File: config.mk
export PLATFORM = sky130hd
export DESIGN_NAME = instruction_length_opcode_decode_unit
export DESIGN_NICKNAME = d
export VERILOG_FILES = /design/src/design/ilod_pkg.sv /design/src/design/instruction_length_opcode_decode_unit.sv /design/src/design/ilod_front.sv /design/src/design/ilod_queue.sv /design/src/design/ilod_back.sv
export SDC_FILE = /design/constraint.sdc
export NUM_CORES = 1
export LEC_CHECK = 0
export ABC_AREA = 1
export ABC_CLOCK_PERIOD_IN_PS = 14150
export BUFFER_PORTS_ARGS = -buffer_cell sky130_fd_sc_hd__buf_2
export CORE_AREA = 4 4 300 243
export DETAILED_ROUTE_END_ITERATION = 16
export DIE_AREA = 0 0 304 247
export HOLD_SLACK_MARGIN = 0.1
export SYNTH_ARGS = -nofsm -noshare
export SYNTH_HDL_FRONTEND = slang
export SYNTH_HIERARCHICAL = 1
export SYNTH_SLANG_ARGS = --single-unit
File: constraint.sdc
create_clock -name clk -period 14.15 [get_ports clk]
set_input_delay 2.83 -clock clk [delete_from_list [all_inputs] [get_ports clk]]
set_output_delay 2.83 -clock clk [all_outputs]
set_load 0.01 [all_outputs]
File: src/design/ilod_pkg.sv
`timescale 1ns / 1ps

package ilod_pkg;

  localparam int STORE_DEPTH = 6;

  localparam logic [2:0] LEN_SHORT = 3'd2;
  localparam logic [2:0] LEN_MID   = 3'd4;
  localparam logic [2:0] LEN_LONG  = 3'd6;

  localparam logic [3:0] NIB_SHORT_MAX = 4'h3;
  localparam logic [3:0] NIB_MID_MAX   = 4'hB;
  localparam logic [7:0] LOW_NIB_MASK  = 8'h0F;

  // first-byte codes that widen the opcode
  localparam logic [7:0] OP_00 = 8'h00;
  localparam logic [7:0] OP_01 = 8'h01;
  localparam logic [7:0] OP_A5 = 8'hA5;
  localparam logic [7:0] OP_A7 = 8'hA7;
  localparam logic [7:0] OP_B2 = 8'hB2;
  localparam logic [7:0] OP_B3 = 8'hB3;
  localparam logic [7:0] OP_B9 = 8'hB9;
  localparam logic [7:0] OP_C0 = 8'hC0;
  localparam logic [7:0] OP_C2 = 8'hC2;
  localparam logic [7:0] OP_C4 = 8'hC4;
  localparam logic [7:0] OP_C6 = 8'hC6;
  localparam logic [7:0] OP_C8 = 8'hC8;
  localparam logic [7:0] OP_CC = 8'hCC;
  localparam logic [7:0] OP_E3 = 8'hE3;
  localparam logic [7:0] OP_E5 = 8'hE5;
  localparam logic [7:0] OP_E6 = 8'hE6;
  localparam logic [7:0] OP_E7 = 8'hE7;
  localparam logic [7:0] OP_EB = 8'hEB;
  localparam logic [7:0] OP_EC = 8'hEC;
  localparam logic [7:0] OP_ED = 8'hED;

  typedef struct packed {
    logic [7:0] code_byte;
    logic       restart;
  } in_word_t;

  typedef struct packed {
    logic [15:0] opcode_value;
    logic [2:0]  instr_length;
    logic [47:0] instr_bytes;
    logic [31:0] start_offset;
  } out_word_t;

  // one assembled instruction, front to back
  typedef struct packed {
    logic [47:0] instr_bytes;
    logic [2:0]  instr_length;
    logic [31:0] start_offset;
  } instr_entry_t;

  typedef struct packed {
    logic         push;
    instr_entry_t entry;
  } push_req_t;

  typedef struct packed {
    logic full;
    logic empty;
  } queue_status_t;

  function automatic logic [2:0] length_of(input logic [7:0] first);
    logic [3:0] nib;
    nib = first[7:4];
    if (nib <= NIB_SHORT_MAX) begin
      return LEN_SHORT;
    end else if (nib <= NIB_MID_MAX) begin
      return LEN_MID;
    end
    return LEN_LONG;
  endfunction

  function automatic logic [15:0] opcode_of(input logic [47:0] bytes,
                                            input logic [2:0] len);
    logic [7:0]  b0;
    logic [7:0]  b1;
    logic [7:0]  b5;
    logic [15:0] wide;
    logic [15:0] nib_ext;
    logic [15:0] plain;
    logic [15:0] res;
    b0      = bytes[47:40];
    b1      = bytes[39:32];
    b5      = bytes[7:0];
    wide    = {b0, b1};
    nib_ext = {4'h0, b0, b1[3:0] & LOW_NIB_MASK[3:0]};
    plain   = {8'h00, b0};
    res     = plain;
    if (len == LEN_LONG) begin
      unique case (b0) inside
        OP_E3, OP_E6, OP_E7, OP_EB, OP_EC, OP_ED: res = {b0, b5};
        OP_E5:                                    res = wide;
        OP_C0, OP_C2, OP_C4, OP_C6, OP_C8, OP_CC: res = nib_ext;
        default:                                  res = plain;
      endcase
    end else if (len == LEN_MID) begin
      unique case (b0) inside
        OP_B2, OP_B3, OP_B9: res = wide;
        OP_A5, OP_A7:        res = nib_ext;
        default:             res = plain;
      endcase
    end else begin
      unique case (b0) inside
        OP_00, OP_01: res = wide;
        default:      res = plain;
      endcase
    end
    return res;
  endfunction

endpackage

File: src/design/instruction_length_opcode_decode_unit.sv
`timescale 1ns / 1ps

// Instruction length and opcode decoder. Takes one code byte per cycle with no
// bubbles and emits one word per complete instruction (2, 4 or 6 bytes, set by
// the first byte's high nibble): packed bytes, length, start offset and opcode.
// The front end collects bytes and sizes the instruction; a 2-entry queue
// feeds the back end, which extracts the opcode into the output register. A
// result passes a queue slot, then the output register. restart drops any
// partial instruction and zeroes the offset before its byte; the offset wraps
// at 32 bits, and an unfinished trailing instruction is never emitted. Input
// stalls only when the queue is full, i.e. after the output has been stalled.

module instruction_length_opcode_decode_unit (
  input  logic                 clk,
  input  logic                 rst,
  input  logic                 src_valid,
  output logic                 src_stall,
  input  ilod_pkg::in_word_t   src_word,
  output logic                 dst_valid,
  input  logic                 dst_stall,
  output ilod_pkg::out_word_t  dst_word
);

  ilod_pkg::push_req_t     q_push;
  ilod_pkg::queue_status_t q_status;
  ilod_pkg::instr_entry_t  head;
  logic                    pop;

  ilod_front u_front (
    .clk       (clk),
    .rst       (rst),
    .src_valid (src_valid),
    .src_stall (src_stall),
    .src_word  (src_word),
    .q_status  (q_status),
    .q_push    (q_push)
  );

  ilod_queue u_queue (
    .clk      (clk),
    .rst      (rst),
    .q_push   (q_push),
    .pop      (pop),
    .head     (head),
    .q_status (q_status)
  );

  ilod_back u_back (
    .clk       (clk),
    .rst       (rst),
    .head      (head),
    .q_status  (q_status),
    .pop       (pop),
    .dst_valid (dst_valid),
    .dst_stall (dst_stall),
    .dst_word  (dst_word)
  );

endmodule

File: src/design/ilod_front.sv
`timescale 1ns / 1ps

module ilod_front (
  input  logic                     clk,
  input  logic                     rst,
  input  logic                     src_valid,
  output logic                     src_stall,
  input  ilod_pkg::in_word_t       src_word,
  input  ilod_pkg::queue_status_t  q_status,
  output ilod_pkg::push_req_t      q_push
);

  logic [7:0]  byte_store [ilod_pkg::STORE_DEPTH];
  logic [2:0]  bytes_held;
  logic [2:0]  expected_length;
  logic [31:0] stream_offset;

  logic        accept;
  logic [2:0]  cur_held;
  logic [31:0] cur_off;
  logic        start_new;
  logic [2:0]  len_cur;
  logic [2:0]  idx;
  logic [2:0]  held_inc;
  logic        done;
  logic [47:0] packed_bytes;

  assign src_stall = q_status.full;
  assign accept    = src_valid && !src_stall;

  always_comb begin
    cur_held  = src_word.restart ? 3'd0 : bytes_held;
    cur_off   = src_word.restart ? 32'd0 : stream_offset;
    start_new = (cur_held == 3'd0) || (cur_held >= 3'(ilod_pkg::STORE_DEPTH));
    len_cur   = start_new ? ilod_pkg::length_of(src_word.code_byte) : expected_length;
    idx       = start_new ? 3'd0 : cur_held;
    held_inc  = idx + 3'd1;
    done      = held_inc >= len_cur;
    for (int i = 0; i < ilod_pkg::STORE_DEPTH; i++) begin
      // incoming byte overrides its slot; slots past the length read zero
      if (3'(i) >= len_cur) begin
        packed_bytes[47 - 8*i -: 8] = 8'h00;
      end else if (3'(i) == idx) begin
        packed_bytes[47 - 8*i -: 8] = src_word.code_byte;
      end else begin
        packed_bytes[47 - 8*i -: 8] = byte_store[i];
      end
    end
  end

  always_comb begin
    q_push.push               = accept && done;
    q_push.entry.instr_bytes  = packed_bytes;
    q_push.entry.instr_length = len_cur;
    q_push.entry.start_offset = cur_off;
  end

  always_ff @(posedge clk) begin
    if (rst) begin
      bytes_held      <= 3'd0;
      expected_length <= 3'd0;
      stream_offset   <= 32'd0;
    end else if (accept) begin
      if (done) begin
        bytes_held      <= 3'd0;
        expected_length <= 3'd0;
        stream_offset   <= cur_off + 32'(len_cur);
      end else begin
        bytes_held      <= held_inc;
        expected_length <= len_cur;
        stream_offset   <= cur_off;
      end
    end
  end

  always_ff @(posedge clk) begin
    if (accept) begin
      byte_store[idx] <= src_word.code_byte;
    end
  end

endmodule

File: src/design/ilod_queue.sv
`timescale 1ns / 1ps

module ilod_queue (
  input  logic                     clk,
  input  logic                     rst,
  input  ilod_pkg::push_req_t      q_push,
  input  logic                     pop,
  output ilod_pkg::instr_entry_t   head,
  output ilod_pkg::queue_status_t  q_status
);

  ilod_pkg::instr_entry_t slot [2];
  logic [1:0] count;
  logic [1:0] wr_pos;

  assign head           = slot[0];
  assign q_status.full  = count == 2'd2;
  assign q_status.empty = count == 2'd0;
  assign wr_pos         = count - {1'b0, pop};

  always_ff @(posedge clk) begin
    if (rst) begin
      count <= 2'd0;
    end else begin
      count <= count + {1'b0, q_push.push} - {1'b0, pop};
    end
  end

  // head sits in slot 0; a pop shifts slot 1 down
  always_ff @(posedge clk) begin
    if (q_push.push && wr_pos == 2'd0) begin
      slot[0] <= q_push.entry;
    end else if (pop) begin
      slot[0] <= slot[1];
    end
    if (q_push.push && wr_pos == 2'd1) begin
      slot[1] <= q_push.entry;
    end
  end

`ifndef SYNTHESIS
  a_count_range: assert property (@(posedge clk) disable iff (rst)
    count <= 2'd2) else $error("queue count out of range");
  a_no_overflow: assert property (@(posedge clk) disable iff (rst)
    q_push.push |-> !q_status.full) else $error("push into full queue");
  a_no_underflow: assert property (@(posedge clk) disable iff (rst)
    pop |-> !q_status.empty) else $error("pop from empty queue");
  a_count_track: assert property (@(posedge clk) disable iff (rst)
    (q_push.push && !pop) |=> count == $past(count) + 2'd1)
    else $error("queue count did not advance on push");
`endif

endmodule

File: src/design/ilod_back.sv
`timescale 1ns / 1ps

module ilod_back (
  input  logic                     clk,
  input  logic                     rst,
  input  ilod_pkg::instr_entry_t   head,
  input  ilod_pkg::queue_status_t  q_status,
  output logic                     pop,
  output logic                     dst_valid,
  input  logic                     dst_stall,
  output ilod_pkg::out_word_t      dst_word
);

  logic take;

  assign take = !q_status.empty && (!dst_valid || !dst_stall);
  assign pop  = take;

  always_ff @(posedge clk) begin
    if (rst) begin
      dst_valid <= 1'b0;
    end else if (take) begin
      dst_valid <= 1'b1;
    end else if (!dst_stall) begin
      dst_valid <= 1'b0;
    end
  end

  always_ff @(posedge clk) begin
    if (take) begin
      dst_word.opcode_value <= ilod_pkg::opcode_of(head.instr_bytes, head.instr_length);
      dst_word.instr_length <= head.instr_length;
      dst_word.instr_bytes  <= head.instr_bytes;
      dst_word.start_offset <= head.start_offset;
    end
  end

endmodule

* Yosys cells after proc, flatten, opt, wreduce, memory -nomap -nowiden
Memory sizes are Yosys's and may differ from the RTL's.
Cells that the tools add are included.
** Word-level totals
- Flip-flop bits (word level) :: 140
- Bits in writable memories :: 214
- Input port bits :: 13
- Output and inout bits :: 101
- Memories :: 2
** Memories
- u_queue.slot :: depth 2, bits a word 83, rd ports 2, clocked after memory_dff 0, wr ports 1, line ilod_queue.sv:12 : ilod_pkg::instr_entry_t slot [2];
- u_front.byte_store :: depth 6, bits a word 8, rd ports 6, clocked after memory_dff 0, wr ports 1, line ilod_front.sv:13 : logic [7:0] byte_store [ilod_pkg::STORE_DEPTH];
** Cells by class
- Add/subtract/negate cells :: 5
- Magnitude comparators :: 10
- Eq/ne operators :: 29
- Muxes and demuxes :: 44
- Bitwise logic cells :: 1
- Reductions and logical operators :: 22
** Operators with widths (count)
- $mux W83 :: 2
- $eq A8 B8 Y1 const B :: 18
- $mux W8 :: 12
- $reduce_or A83 Y1 :: 1
- $mux W32 :: 2
- $mux W16 :: 3
- $pmux W16 S3 :: 1
- $add A32 B3 Y32 :: 1
- $pmux W16 S2 :: 1
- $mux W3 :: 8
- $mux W1 :: 15
- $reduce_or A6 Y1 :: 2
- $eq A8 B1 Y1 const B :: 1
- $logic_not A8 Y1 :: 1
- $eq A2 B3 Y1 const A :: 2
- $eq A3 B3 Y1 const A :: 2
- $eq A3 B3 Y1 const B :: 2
- $ge A1 B3 Y1 const A :: 2
- $ge A2 B3 Y1 const A :: 2
- $ge A3 B3 Y1 const A :: 2
- $logic_not A3 Y1 :: 2
- $logic_and A1 B1 Y1 :: 5
- $le A4 B2 Y1 const B :: 1
- $le A4 B4 Y1 const B :: 1
- other kinds (15) :: 22

* Depth between registers and ports, before layout
Gate-level depths: netlist of run 1.
- Depth after elaboration :: 12
- Depth in mapped cells :: 22
- Depth with buffers taken out :: 20

* By module
The synthesis of run 1 kept the hierarchy.
** By module, submodules not included
- ilod_queue :: times used 1, cells an instance 552, area each 6981.7 um2
- ilod_front :: times used 1, cells an instance 729, area each 5064.9 um2
- ilod_back :: times used 1, cells an instance 292, area each 3913.8 um2

* Least setup slack after synthesis of run 1
No wires, ideal clock.
- Path kind :: in2reg
- Start point :: in dst_stall
- End point :: mem u_queue/slot[0][100] (netlist bit), enable pin
- Library setup time :: 0.525 ns
- Data arrival time :: 12.238 ns
- Data required time :: 13.625 ns
- Path slack :: 1.387 ns
- Stages on the path :: 5
- Cell sequence :: a21oi_1 > ha_1 > inv_1 > nand2_1 > nor2_1
** On the way
- Cells in the longest elaborated chain, start to end :: 10
- Elaborated cells between the ends (all ways) :: 19
** RTL lines
- from (decl) :: line instruction_length_opcode_decode_unit.sv:20 : input logic dst_stall,
- $logic_not A1 Y1 * :: line ilod_back.sv:16 : assign take = !q_status.empty && (!dst_valid || !dst_stall);
- $logic_or A1 B1 Y1 * :: line ilod_back.sv:16
- $logic_and A1 B1 Y1 * :: line ilod_back.sv:16
- $sub A2 B1 Y2 :: line ilod_queue.sv:19 : assign wr_pos = count - {1'b0, pop};
- $eq A2 B1 Y1 / $logic_not A2 Y1 (equally long branches) :: line ilod_queue.sv:36, ilod_queue.sv:31
- $logic_and A1 B1 Y1, on equally long branches :: line ilod_queue.sv:36, ilod_queue.sv:31
- $mux W1, on equally long branches :: line ilod_queue.sv:36, ilod_queue.sv:31
- $mux W1, on equally long branches :: line ilod_queue.sv:37, ilod_queue.sv:32, ilod_queue.sv:34
- $reduce_or A83 Y1 (no source line) / $or A1 B1 Y1 (equally long branches)
- $mux W1 (no source line)
- to (decl) :: line ilod_queue.sv:12
Every way passes the cells marked *; elsewhere a longest branch is shown, timed or not.

==> summary.md, run 1 <==
| Metric | Value |
|---|---|
| # nets final | 1620 |
| Critical path type | input pin to flop |
| Status | completed |
| Max Clk Rate | 0.124 GHz |
| Min-delay src | u_queue/slot[0][27] |
| DRT antenna net count | 0 |
| Synth top area share | 0.589 |
| Hold Path Class | flop to flop |
| Layout area overhead | 13.9% |
| Clock sink count | 354 |
| Drt total wl | 37.0 mm |
| Initial antenna violation count | 2 |
| Min Clock Period, post-route | about 8 ns |
| Final HPWL DP | 24.7 mm |
| Via density | 4.14 |
| Total gr overflow | 0 |
| Clk_lat worst skew | approximately 0.57 ns |
| Area leader, netlist | edfxtp_1 |
| Yosys cell types | 41 |
| Core area | 70000 µm² |
| Port bufs | 113 |
| Most common cell after layout, fill and taps aside | nand2_1 |
| Clock Pin Slew Worst Setup and Hold Paths | 0.06 ns |
| Sequential-to-total area share from yosys stat | 0.640 |
| Pwr dens | 202 nW/µm² |
| First-pass GRT wire length | slightly below 60 mm |
| Final setup fails | 0 |
| Unrepaired setup endpoints after global routing | no |
| Critical R2R Launch | u_front/bytes_held[0] |
| Setup Skew | 0.0295 ns |
| Leakage | 0.00730 µW |
| Placement Cell Area | 16800 µm² |
| Pins Over Slew Limit | 0 |
| Number of global-route vias before repair | 10400 |
| Routed via count | 10600 |
| Ports | approximately 110 |
| Synth warn | 6 |
| Number of synthesized register bits | 354 |
| Post-Place Worst Slack | 5.53 ns |
| Post-Route Setup TNS | 0 ns |
| VDD IR max | 0.153 mV |
| DR iter-0 viols | 878 |
| Crit path max fanout | 65 |
| Syn Inst Count | 1573 |
| Mapped Area | 16000 µm² |
| Ys flop type | edfxtp_1 |
| Setup ws final | 6.10 ns |
| Worst Tran Pin Value | between 1 and 1.5 ns |
| CTS max path bufs | 3 |
| DRT Pass-1 Iters | 7 |
| DRC Markers | 0 |
| Critical path endpoint category | flop |
| Ys async rst share | 0 |
| Post-CTS sizing | 0 |
| DIE HEIGHT | 247 µm |
| Root Buffer | clkbuf_16 |
| WP data required | about 14 ns |
| CTS HTree Levels | 2 |
| Row cnt | between 80 and 90 |
| Die ar. | about 75000 µm² |
| EDFF count, synth | 313 |
| Commonest non-fill, non-tap cells in the layout | nand2_1 (425), edfxtp_1 (313), nand3_1 (165), inv_1 (161), nor2_1 (151) |
| Slew margin rel. | 0.152 |
| CTS Buf Count | 40 |
| CTS Hold Buffers Added | 0 |
| Largest cells by area after synthesis | edfxtp_1 (59%), nand2_1 (10%), nand3_1 (5.2%) |
| Gpl congestion | 0.855 |
| CTS tree | built |
| Syn avg cell area | 10.1 µm² |
| Largest net degree at the start of global routing | 186 |
| CP arrival | approximately 8.4 ns |
| Postcts setup bufs | 0 |
| Syn_nets | 1597 |
| Max_cap viols | 0 |
| Fin area | around 18000 µm² |
| Crit start category | input pin |
| Initial core utilization | 0.228 |
| GR Util All Layers | 0.0954 |
| Routed WL per cell | 14.4 µm |
| Chip width | between 300 and 400 µm |
| Fin. Hold Viols | 0 |
| Fin crit share | 0.569 |
| Layout cells sized above 1 | 0.135 |
| Critical Path Start | src_word[0] |
==> metal layers <==
metal,wire length [µm],global-route usage,vias to the layer above,share of wire
li1,-,-,5169,-
met1,16700,0.125,5065,0.45
met2,17000,0.153,293,0.46
met3,2280,0.0234,79,0.062
met4,1050,0.0369,2,0.028
met5,13,0,-,0.00035
==> registers in the layout (all words and copies together), names as in the netlist <==
register                 flops
u_queue/slot               166
u_queue/count                2
u_back/dst_valid             1
u_front/expected_length      3
u_front/byte_store          48
u_front/stream_offset       32
u_front/bytes_held           3
u_back/dst_word             99
==> critical path: stages <==
cell     delay [ns]
buf_2          0.31
nor2_1         0.55
inv_1          0.16
nand3_1        0.13
nand2_2        0.12
inv_2          0.21
nand2_1        0.10
nand2_1        0.29
inv_1          0.09
ha_1           0.21
a21oi_1        0.21
nand3_1        0.20
nand2_1        0.29
inv_1          0.18
nand2_1        0.10
inv_1          0.05
nand3_2        0.37
buf_4          0.67
nand2_2        0.54
buf_4          0.49
nand2_1        0.14
nand2_1        0.06
==> kinds of logic after synthesis <==
family / Yosys count / synth area share
flops: 354 / 0.640
fa+ha+maj: 11 / 0.00909
buf+inv: 309 / 0.101
xor+xnor: 3 / 0.00165
compound gates: 92 / 0.0309
simple gates: 804 / 0.217
==> where the power goes <==
part	internal (µW)	total, µW	switching [µW]	leakage (µW)
logic	227	876	650	0.00334
clock network	644	1070	424	0.000668
registers	1590	1740	142	0.00329
==> metrics by stage <==
| step | hold WS, ns | power [µW] | util | std cells |
|---|---|---|---|---|
| after floorplan | 0.423 | 2500 | - | 1573 |
| after global placement | 0.406 | 2630 | 0.240 | 2488 |
| after detailed placement | 0.405 | 2660 | 0.240 | 2488 |
| after CTS | 0.417 | 3750 | 0.260 | 2560 |
| after global routing | 0.426 | 3900 | 0.260 | 2560 |
| final | 0.415 | 3680 | 0.260 | 2561 |
==> area by class of cell <==
class                   instances  area [µm²]
fillers                      7337       51800
clock inverters                25         323
inverters                     172         652
repair buffers                118         616
diodes                          1        2.50
clock buffers                  47        1050
multi-input cells             910        4160
well taps                     934        1170
flip-flops and latches        354       10200
==> synthesized netlist by cell type (9+ instances only) <==
| master | count |
|---|---|
| inv_1 | 161 |
| nand3_1 | 165 |
| nor2_2 | 9 |
| buf_2 | 14 |
| edfxtp_1 | 313 |
| ha_1 | 10 |
| a21oi_1 | 46 |
| dfxtp_1 | 41 |
| buf_6 | 13 |
| nand4_1 | 17 |
| nand2_1 | 427 |
| nand3b_1 | 9 |
| nor2_1 | 152 |
| clkbuf_1 | 15 |
| o21ai_0 | 37 |
| buf_4 | 88 |
==> worst paths after layout <==
| path | to | slack, ns | depth (start not counted) |
|---|---|---|---|
| worst max register to register | u_queue/slot[0][70] | 8.32 | 22 |
| worst min register to register | u_back/dst_word[27] | 0.42 | 0 |
| worst min-delay path | u_back/dst_word[27] | 0.42 | 0 |
| worst max-delay path | u_queue/slot[0][70] | 6.10 | 22 |
Note: power is estimated with default switching activity, not from simulation.
==> inputs of run 2 (changes only) <==
--- a/config.mk
+++ b/config.mk
@@ -5,12 +5,12 @@
 export SDC_FILE = /design/constraint.sdc
 export NUM_CORES = 1
 export LEC_CHECK = 0
-export ABC_AREA = 1
-export ABC_CLOCK_PERIOD_IN_PS = 14150
+export ABC_AREA = 0
+export ABC_CLOCK_PERIOD_IN_PS = 6600
 export BUFFER_PORTS_ARGS = -buffer_cell sky130_fd_sc_hd__buf_2
-export CORE_AREA = 4 4 300 243
+export CORE_AREA = 4 4 297 240
 export DETAILED_ROUTE_END_ITERATION = 16
-export DIE_AREA = 0 0 304 247
+export DIE_AREA = 0 0 301 244
 export HOLD_SLACK_MARGIN = 0.1
 export SYNTH_ARGS = -nofsm -noshare
 export SYNTH_HDL_FRONTEND = slang
==> constraint.sdc (replaced) <==
create_clock -name clk -period 6.6 [get_ports clk]
set_input_delay 1.32 -clock clk [delete_from_list [all_inputs] [get_ports clk]]
set_output_delay 1.32 -clock clk [all_outputs]
set_load 0.01 [all_outputs]
==> summary.md, run 2 <==
| Metric | Value |
|---|---|
| Port bufs | 113 (unchanged) |
| Initial antenna violation count | 8 (was 2) |
| Critical path type | input pin to flop (unchanged) |
| Fillers | 7102 (was 7337) |
| WP data required | 6.88 ns (was 14.46 ns) |
| Syn avg cell area | 14.0 µm² (was 10.1 µm²) |
| Chip width | 301 µm (was 304 µm) |
| Ys flop type | edfxtp_1 (unchanged) |
| Status | completed (unchanged) |
| Share of power burned in the clock network | 0.261 (was 0.290) |
| Combinational family with the most area after synthesis | simple AND/OR/NAND/NOR gates (unchanged) |
| Most frequent cell after synthesis | edfxtp_1 (was nand2_1) |
| Setup ws final | 1.62 ns (was 6.10 ns) |
| Slew margin rel. | 0.249 (was 0.152) |
| First-pass GRT wire length | 52.7 mm (was 57.9 mm) |
| Critical R2R Launch | u_front/bytes_held[0] (unchanged) |
| Sw power | 2420 µW (was 1220 µW) |
| Core area | 68400 µm² (was 70000 µm²) |
| CP arrival | 5.25 ns (was 8.37 ns) |
| Largest register FFs | 166 (unchanged) |
| Syn_nets | 1138 (was 1597) |
| CTS Hold Buffers Added | 0 (unchanged) |
| Worst reg2reg path endpoint | u_queue/slot[0][45] (was u_queue/slot[0][70]) |
| Synth top area share | 0.603 (was 0.589) |
| Mux cell area share after synthesis | 0.0913 (was 0) |
| Die ar. | 73400 µm² (was 75100 µm²) |
| Layout area overhead | 14.0% (was 13.9%) |
| Number of global-route vias before repair | 8546 (was 10400) |
| Crit start category | input pin (unchanged) |
| Most common cell after layout, fill and taps aside | edfxtp_1 (was nand2_1) |
| Max_cap viols | 0 (unchanged) |
| Multi-input gate area | 4490 µm² (was 4160 µm²) |
| Most common library cells after synthesis | edfxtp_1 (313), nand2_1 (117), buf_4 (85), a21oi_1 (76), mux2_4 (70) (was nand2_1 (427), edfxtp_1 (313), nand3_1 (165), inv_1 (161), nor2_1 (152)) |
| # nets final | 1174 (was 1620) |
| Pwr dens | 440 nW/µm² (was 202 nW/µm²) |
| WHS | 0.416 ns (was 0.415 ns) |
| Hold Path Class | flop to flop (unchanged) |
| Critical path endpoint category | flop (unchanged) |
| Largest cells by area after synthesis | edfxtp_1 (60%), mux2_4 (6.7%), dfxtp_1 (5.3%) (was edfxtp_1 (59%), nand2_1 (10%), nand3_1 (5.2%)) |
| Critical Path Start | src_word[8] (was src_word[0]) |
| DR iter-0 viols | 873 (was 878) |
| Gpl congestion | 0.801 (was 0.855) |
| Final HPWL DP | 22.8 mm (was 24.7 mm) |
| Total chip power | 7820 µW (was 3680 µW) |
| FF-to-FF path depth | 11 (was 22) |
| Row cnt | 86 (was 87) |
| Post-Route Setup TNS | 0 ns (unchanged) |
| Sequential Power Share | 0.476 (was 0.472) |
| Drt total wl | 34.1 mm (was 37.0 mm) |
| Fin. Hold Viols | 0 (unchanged) |
| Routed WL per cell | 16.2 µm (was 14.4 µm) |
| Leakage | 0.00634 µW (was 0.00730 µW) |
| Post-CTS sizing | 0 (unchanged) |
| Top register by number of flip-flops | u_queue/slot (unchanged) |
| Synth warn | 6 (unchanged) |
| DRC Markers | 0 (unchanged) |
| Crit path max fanout | 26 (was 65) |
| CTS Buf Count | 39 (was 40) |
| DRT antenna net count | 0 (unchanged) |
| Post-synthesis compound-gate area fraction | 0.0604 (was 0.0309) |
| Fin crit share | 0.754 |
| Switching share of power | 0.310 (was 0.330) |
| Setup Skew | 0.0219 ns (was 0.0295 ns) |
| Sequential-to-total area share from yosys stat | 0.655 (was 0.640) |
| Reg2Reg Setup Slack | 2.22 ns (was 8.32 ns) |
| CTS max path bufs | 3 (unchanged) |
| Simple-Gate Fraction of Synth Area | 0.114 (was 0.217) |
| Xor-xnor portion of the synthesized cell area | 0.00947 (was 0.00165) |
| Post-Place Worst Slack | 1.07 ns (was 5.53 ns) |
| Area leader, netlist | edfxtp_1 (unchanged) |
| Initial core utilization | 0.228 (about the same) |
| Pins Over Slew Limit | 0 (unchanged) |
| EDFF count, synth | 313 (unchanged) |
| DRT Pass-1 Iters | 5 (was 7) |
| Worst setup path endpoint | u_queue/slot[0][45] (was u_queue/slot[0][70]) |
| DIE HEIGHT | 244 µm (was 247 µm) |
| Layout cells sized above 1 | 0.249 (was 0.135) |
| Root Buffer | clkbuf_16 (unchanged) |
| Final setup fails | 0 (unchanged) |
| CTS tree | built (unchanged) |
| Total gr overflow | 0 (unchanged) |
| Power Internal | 5390 µW (was 2470 µW) |
| Syn Inst Count | 1114 (was 1573) |
| Mapped Area | 15600 µm² (was 16000 µm²) |
| Max Clk Rate | 0.201 GHz |
| Postcts setup bufs | 0 (unchanged) |
| Commonest non-fill, non-tap cells in the layout | edfxtp_1 (313), nand2_1 (117), buf_2 (113), a21oi_1 (75), mux2_4 (70) (was nand2_1 (425), edfxtp_1 (313), nand3_1 (165), inv_1 (161), nor2_1 (151)) |
| VDD IR max | 0.369 mV (was 0.153 mV) |
| Yosys cell types | 81 (was 41) |
| Post-Synth Adder-Cell Area | 0.00931 (was 0.00909) |
| Largest net degree at the start of global routing | 84 (was 186) |
| Via density | 4.17 (was 4.14) |
| Clock Pin Slew Worst Setup and Hold Paths | 0.06 ns (about the same) |
| GR Util All Layers | 0.0910 (was 0.0954) |
| Register area | 10200 µm² (unchanged) |
| Clk_lat worst skew | 0.54 ns (was 0.57 ns) |
| Unrepaired setup endpoints after global routing | no (unchanged) |
| Ports | 114 (unchanged) |
| Comb pwr share | 0.264 (was 0.238) |
| Number of synthesized register bits | 354 (unchanged) |
| Routed via count | 8763 (was 10600) |
| Ys async rst share | 0 (unchanged) |
| Worst Tran Pin Value | 1.12 ns (was 1.27 ns) |
| Clock sink count | 354 (unchanged) |
| Biggest regs | u_queue/slot (166), u_back/dst_word (99), u_front/byte_store (48) (unchanged) |
| CTS HTree Levels | 2 (unchanged) |
| Min Clock Period, post-route | about 5 ns |
-- run 2: cell types whose count changed after synthesis, moves of 17 or more --
cell	before	now
o21ai_0	37	6
nor2_1	152	69
mux2_4	0	70
nand2_1	427	117
nor2b_1	0	38
inv_1	161	14
mux2i_1	0	17
a21oi_1	46	76
nand3_1	165	15
mux2_2	0	17
-- run 2: logic make-up after synthesis --
| family | Yosys count |
|---|---|
| multiplexers | 105 |
| flip-flops | 354 |
| AND/OR/NAND/NOR | 339 |
| AO/OA/AOI/OAI | 146 |
| adder cells (fa/ha/maj) | 11 |
| XOR/XNOR | 16 |
| buffers and inverters | 143 |
-- run 2: worst min-delay path by stage --
stage / from / cells past startpoint / to / slack (ns)
6_report: u_queue/slot[0][0] / 0 / u_back/dst_word[0] / 0.42
5_1_grt: u_queue/slot[0][14] / 0 / u_back/dst_word[14] / 0.42
4_1_cts: u_queue/slot[0][0] / 0 / u_back/dst_word[0] / 0.41
3_5_place_dp: u_queue/slot[0][15] / 0 / u_back/dst_word[15] / 0.40
3_3_place_gp: u_queue/slot[0][2] / 0 / u_back/dst_word[2] / 0.41
2_1_floorplan: u_front/expected_length[0] / 2 / u_front/expected_length[0] / 0.42
-- run 2: worst max-delay path: stages --
cell and delay, ns:
buf_2 0.26, inv_1 0.07, ha_1 0.32, nor3_1 0.14, a21oi_1 0.06, o221ai_1 0.79, inv_1 0.10, ha_1 0.31
nand2_1 0.06, o21ai_1 0.15, nand2_1 0.11, inv_1 0.20, nand2_1 0.17, o21ai_4 0.29, buf_4 0.52, mux2_4 0.35
-- run 2: area by class of cell --
| type | instances | area share |
|---|---|---|
| Antenna cell | 4 | 0.000563 |
| Clock buffer | 55 | 0.0583 |
| Clock inverter | 11 | 0.00746 |
| Inverter | 14 | 0.00296 |
| Multi-Input combinational cell | 617 | 0.253 |
| Sequential cell | 354 | 0.575 |
| Tap cell | 924 | 0.0651 |
| Timing Repair Buffer | 124 | 0.0379 |
-- run 2: metrics by stage --
step           cells   util  cell area (µm²)
6_report        2103  0.260            17800
5_1_grt         2100  0.260            17800
4_1_cts         2099  0.259            17800
3_5_place_dp    2033  0.242            16600
3_3_place_gp    2033  0.242            16600
2_1_floorplan   1114      -            15600
-- run 2: per-layer routing --
layer	share of wire	wire length [µm]	GRT usage	up-vias
met3	0.069	2370	0.0231	61
met5	0.0012	40	0	-
met4	0.025	850	0.0333	6
met2	0.43	14800	0.133	276
li1	-	-	-	4113
met1	0.47	16100	0.129	4307
-- run 2: power groups by stage --
stage	sequential (µW)	combinational (µW)	clock (µW)
finish	3720	2060	2040
global route	3790	2250	2210
CTS	3750	2120	2120
detailed placement	3780	2110	0
global placement	3790	2060	0
floorplan	3750	1680	0
==> inputs of run 3 (changes only) <==
--- a/config.mk
+++ b/config.mk
@@ -5,12 +5,12 @@
 export SDC_FILE = /design/constraint.sdc
 export NUM_CORES = 1
 export LEC_CHECK = 0
-export ABC_AREA = 0
-export ABC_CLOCK_PERIOD_IN_PS = 6600
+export ABC_AREA = 1
+export ABC_CLOCK_PERIOD_IN_PS = 5200
 export BUFFER_PORTS_ARGS = -buffer_cell sky130_fd_sc_hd__buf_2
-export CORE_AREA = 4 4 297 240
+export CORE_AREA = 4 4 300 243
 export DETAILED_ROUTE_END_ITERATION = 16
-export DIE_AREA = 0 0 301 244
+export DIE_AREA = 0 0 304 247
 export HOLD_SLACK_MARGIN = 0.1
 export SYNTH_ARGS = -nofsm -noshare
 export SYNTH_HDL_FRONTEND = slang
==> constraint.sdc (replaced) <==
create_clock -name clk -period 5.2 [get_ports clk]
set_input_delay 1.04 -clock clk [delete_from_list [all_inputs] [get_ports clk]]
set_output_delay 1.04 -clock clk [all_outputs]
set_load 0.01 [all_outputs]
==> summary.md, run 3 (synthesis gave the netlist of run 1 again) <==
| Metric | Value |
|---|---|
| Max Clk Rate | 0.266 GHz |
| CP arrival | 4.19 ns (was 5.25 ns) |
| Worst path max stage delay | 0.54 ns (was 0.79 ns) |
| Clock Pin Slew Worst Setup and Hold Paths | 0.06 ns (about the same) |
| Port bufs | 113 (unchanged) |
| Pins Over Slew Limit | 0 (unchanged) |
| DIE HEIGHT | 247 µm (was 244 µm) |
| Critical R2R Launch | u_front/bytes_held[2] (was u_front/bytes_held[0]) |
| Most common cell after layout, fill and taps aside | nand2_1 (was edfxtp_1) |
| Initial core utilization | 0.228 (about the same) |
| Gpl congestion | 0.845 (was 0.801) |
| Hold endpoint | u_back/dst_word[25] (was u_back/dst_word[0]) |
| Pwr dens | 551 nW/µm² (was 440 nW/µm²) |
| Reg2Reg Setup Slack | 1.61 ns (was 2.22 ns) |
| Power Internal | 6680 µW (was 5390 µW) |
| Largest register FFs | 166 (unchanged) |
| Worst Tran Pin Value | 1.13 ns (was 1.12 ns) |
| Slowest CP cell | buf_4 (was o221ai_1) |
| Post-layout util | 0.261 (was 0.260) |
| Total chip power | 10100 µW (was 7820 µW) |
| Hold Path Stages | 0 (unchanged) |
| DRT antenna net count | 0 (unchanged) |
| DR iter-0 viols | 935 (was 873) |
| Layout area overhead | 14.5% (was 14.0%) |
| Row cnt | 87 (was 86) |
| Layout cells sized above 1 | 0.143 (was 0.249) |
| CTS max path bufs | 3 (unchanged) |
| # nets final | 1632 (was 1174) |
| GR Util All Layers | 0.0978 (was 0.0910) |
| DRC Markers | 0 (unchanged) |
| Die ar. | 75100 µm² (was 73400 µm²) |
| Final HPWL DP | 25.4 mm (was 22.8 mm) |
| Max_cap viols | 0 (unchanged) |
| Ports | 114 (unchanged) |
| CTS Buf Count | 39 (unchanged) |
| Sequential Power Share | 0.467 (was 0.476) |
| DRT Pass-1 Iters | 5 (unchanged) |
| Leakage | 0.00737 µW (was 0.00634 µW) |
| Crit start category | input pin (unchanged) |
| Drt total wl | 37.5 mm (was 34.1 mm) |
| Switching share of power | 0.337 (was 0.310) |
| Sw power | 3390 µW (was 2420 µW) |
| Routed WL per cell | 14.6 µm (was 16.2 µm) |
| Fin. Hold Viols | 0 (unchanged) |
| CTS Hold Buffers Added | 0 (unchanged) |
| Min Clock Period, post-route | between 3 and 4 ns |
| Post-Route Setup TNS | 0 ns (unchanged) |
| Commonest non-fill, non-tap cells in the layout | nand2_1 (425), edfxtp_1 (313), nand3_1 (165), inv_1 (161), nor2_1 (151) (was edfxtp_1 (313), nand2_1 (117), buf_2 (113), a21oi_1 (75), mux2_4 (70)) |
| Antenna cells | 0 (was 4) |
| Initial antenna violation count | 2 (was 8) |
| Final setup fails | 0 (unchanged) |
| Comb pwr share | 0.249 (was 0.264) |
| Routed via count | 10700 (was 8763) |
| Total gr overflow | 0 (unchanged) |
| Number of global-route vias before repair | 10300 (was 8546) |
| Biggest regs | u_queue/slot (166), u_back/dst_word (99), u_front/byte_store (48) (unchanged) |
| CTS tree | built (unchanged) |
| FF-to-FF path depth | 19 (was 11) |
| First-pass GRT wire length | 58.8 mm (was 52.7 mm) |
| Core area | 70000 µm² (was 68400 µm²) |
| Status | completed (unchanged) |
| Post-CTS sizing | 0 (unchanged) |
| Slew margin rel. | 0.244 (was 0.249) |
| Hold Path Class | flop to flop (unchanged) |
| Chip width | 304 µm (was 301 µm) |
| Critical path endpoint category | flop (unchanged) |
| Worst reg2reg path endpoint | u_queue/slot[0][35] (was u_queue/slot[0][45]) |
| Unrepaired setup endpoints after global routing | no (unchanged) |
| Setup Skew | 0.0435 ns (was 0.0219 ns) |
| Clock sink count | 354 (unchanged) |
| Crit path max fanout | 62 (was 26) |
| Root Buffer | clkbuf_16 (unchanged) |
| Critical path type | input pin to flop (unchanged) |
| Postcts setup bufs | 0 (unchanged) |
| VDD IR max | 0.446 mV (was 0.369 mV) |
| Share of power burned in the clock network | 0.284 (was 0.261) |
| Top cell by count, worst path | nand2_1 |
| Fin crit share | 0.723 |
| WP data required | 5.63 ns (was 6.88 ns) |
| Clk_lat worst skew | 0.59 ns (was 0.54 ns) |
| Largest net degree at the start of global routing | 185 (was 84) |
| Top register by number of flip-flops | u_queue/slot (unchanged) |
| Crit-path cells | buf_2, nor2_2, inv_2, nand3_1, nand2_2, o21ai_4, inv_2, ha_1, nand3_1, nand3_1, nand2_1, inv_1, nand2_1, inv_1, nand3_2, nand2_2, buf_4, nand2_1, nand2_1 (was buf_2, inv_1, ha_1, nor3_1, a21oi_1, o221ai_1, inv_1, ha_1, nand2_1, o21ai_1, nand2_1, inv_1, nand2_1, o21ai_4, buf_4, mux2_4) |
| Via density | 4.16 (was 4.17) |
| Min-delay src | u_queue/slot[0][25] (was u_queue/slot[0][0]) |
| CTS HTree Levels | 2 (unchanged) |
==> run 3: final cells by class <==
cell class	instances	area, µm²
repair buffers	131	751
fillers	7294	51700
inverters	172	652
well taps	934	1170
clock inverters	26	322
flip-flops and latches	354	10200
multi-input cells	910	4160
clock buffers	45	1010
==> run 3: worst max-delay path, delay by kind of cell <==
kind | cells | cell delay [ns]
compound gates | 1 | 0.34
fa+ha+maj | 1 | 0.36
buf+inv | 6 | 1.20
simple gates | 11 | 1.22
==> run 3: how the worst max path moves through the flow <==
stage | startpoint | end | slack [ns] | depth (start not counted)
global placement | src_word[0] | u_queue/slot[0][35] | 0.97 | 19
global route | src_word[0] | u_queue/slot[0][15] | 1.07 | 18
floorplan | dst_stall | u_queue/slot[0][0] | 0.09 | 7
detailed placement | src_word[0] | u_queue/slot[0][35] | 0.90 | 19
CTS | src_word[0] | u_queue/slot[0][35] | 1.51 | 19
finish | src_word[0] | u_queue/slot[0][35] | 1.44 | 19
==> run 3: per-stage QoR <==
stage                     instances  setup WS, ns  hold WS [ns]  instance area (µm²)
after floorplan                1573        0.0905         0.423                16000
after global placement         2501         0.972         0.407                16900
after detailed placement       2501         0.900         0.405                16900
after CTS                      2572          1.51         0.419                18300
after global routing           2572          1.07         0.422                18300
final                          2572          1.44         0.415                18300
==> run 3: power groups by stage <==
| stage | clock [µW] | combinational (µW) | sequential [µW] |
|---|---|---|---|
| after floorplan | 0 | 1960 | 4750 |
| after global placement | 0 | 2510 | 4780 |
| after detailed placement | 0 | 2550 | 4780 |
| after CTS | 2970 | 2560 | 4730 |
| after global routing | 3080 | 2810 | 4780 |
| final | 2860 | 2510 | 4700 |
==> run 3: metal layers <==
metal | track usage | part of all wire
met2 | 0.153 | 0.45
met1 | 0.133 | 0.46
met5 | 0 | 0.00072
met3 | 0.0212 | 0.061
met4 | 0.0356 | 0.028
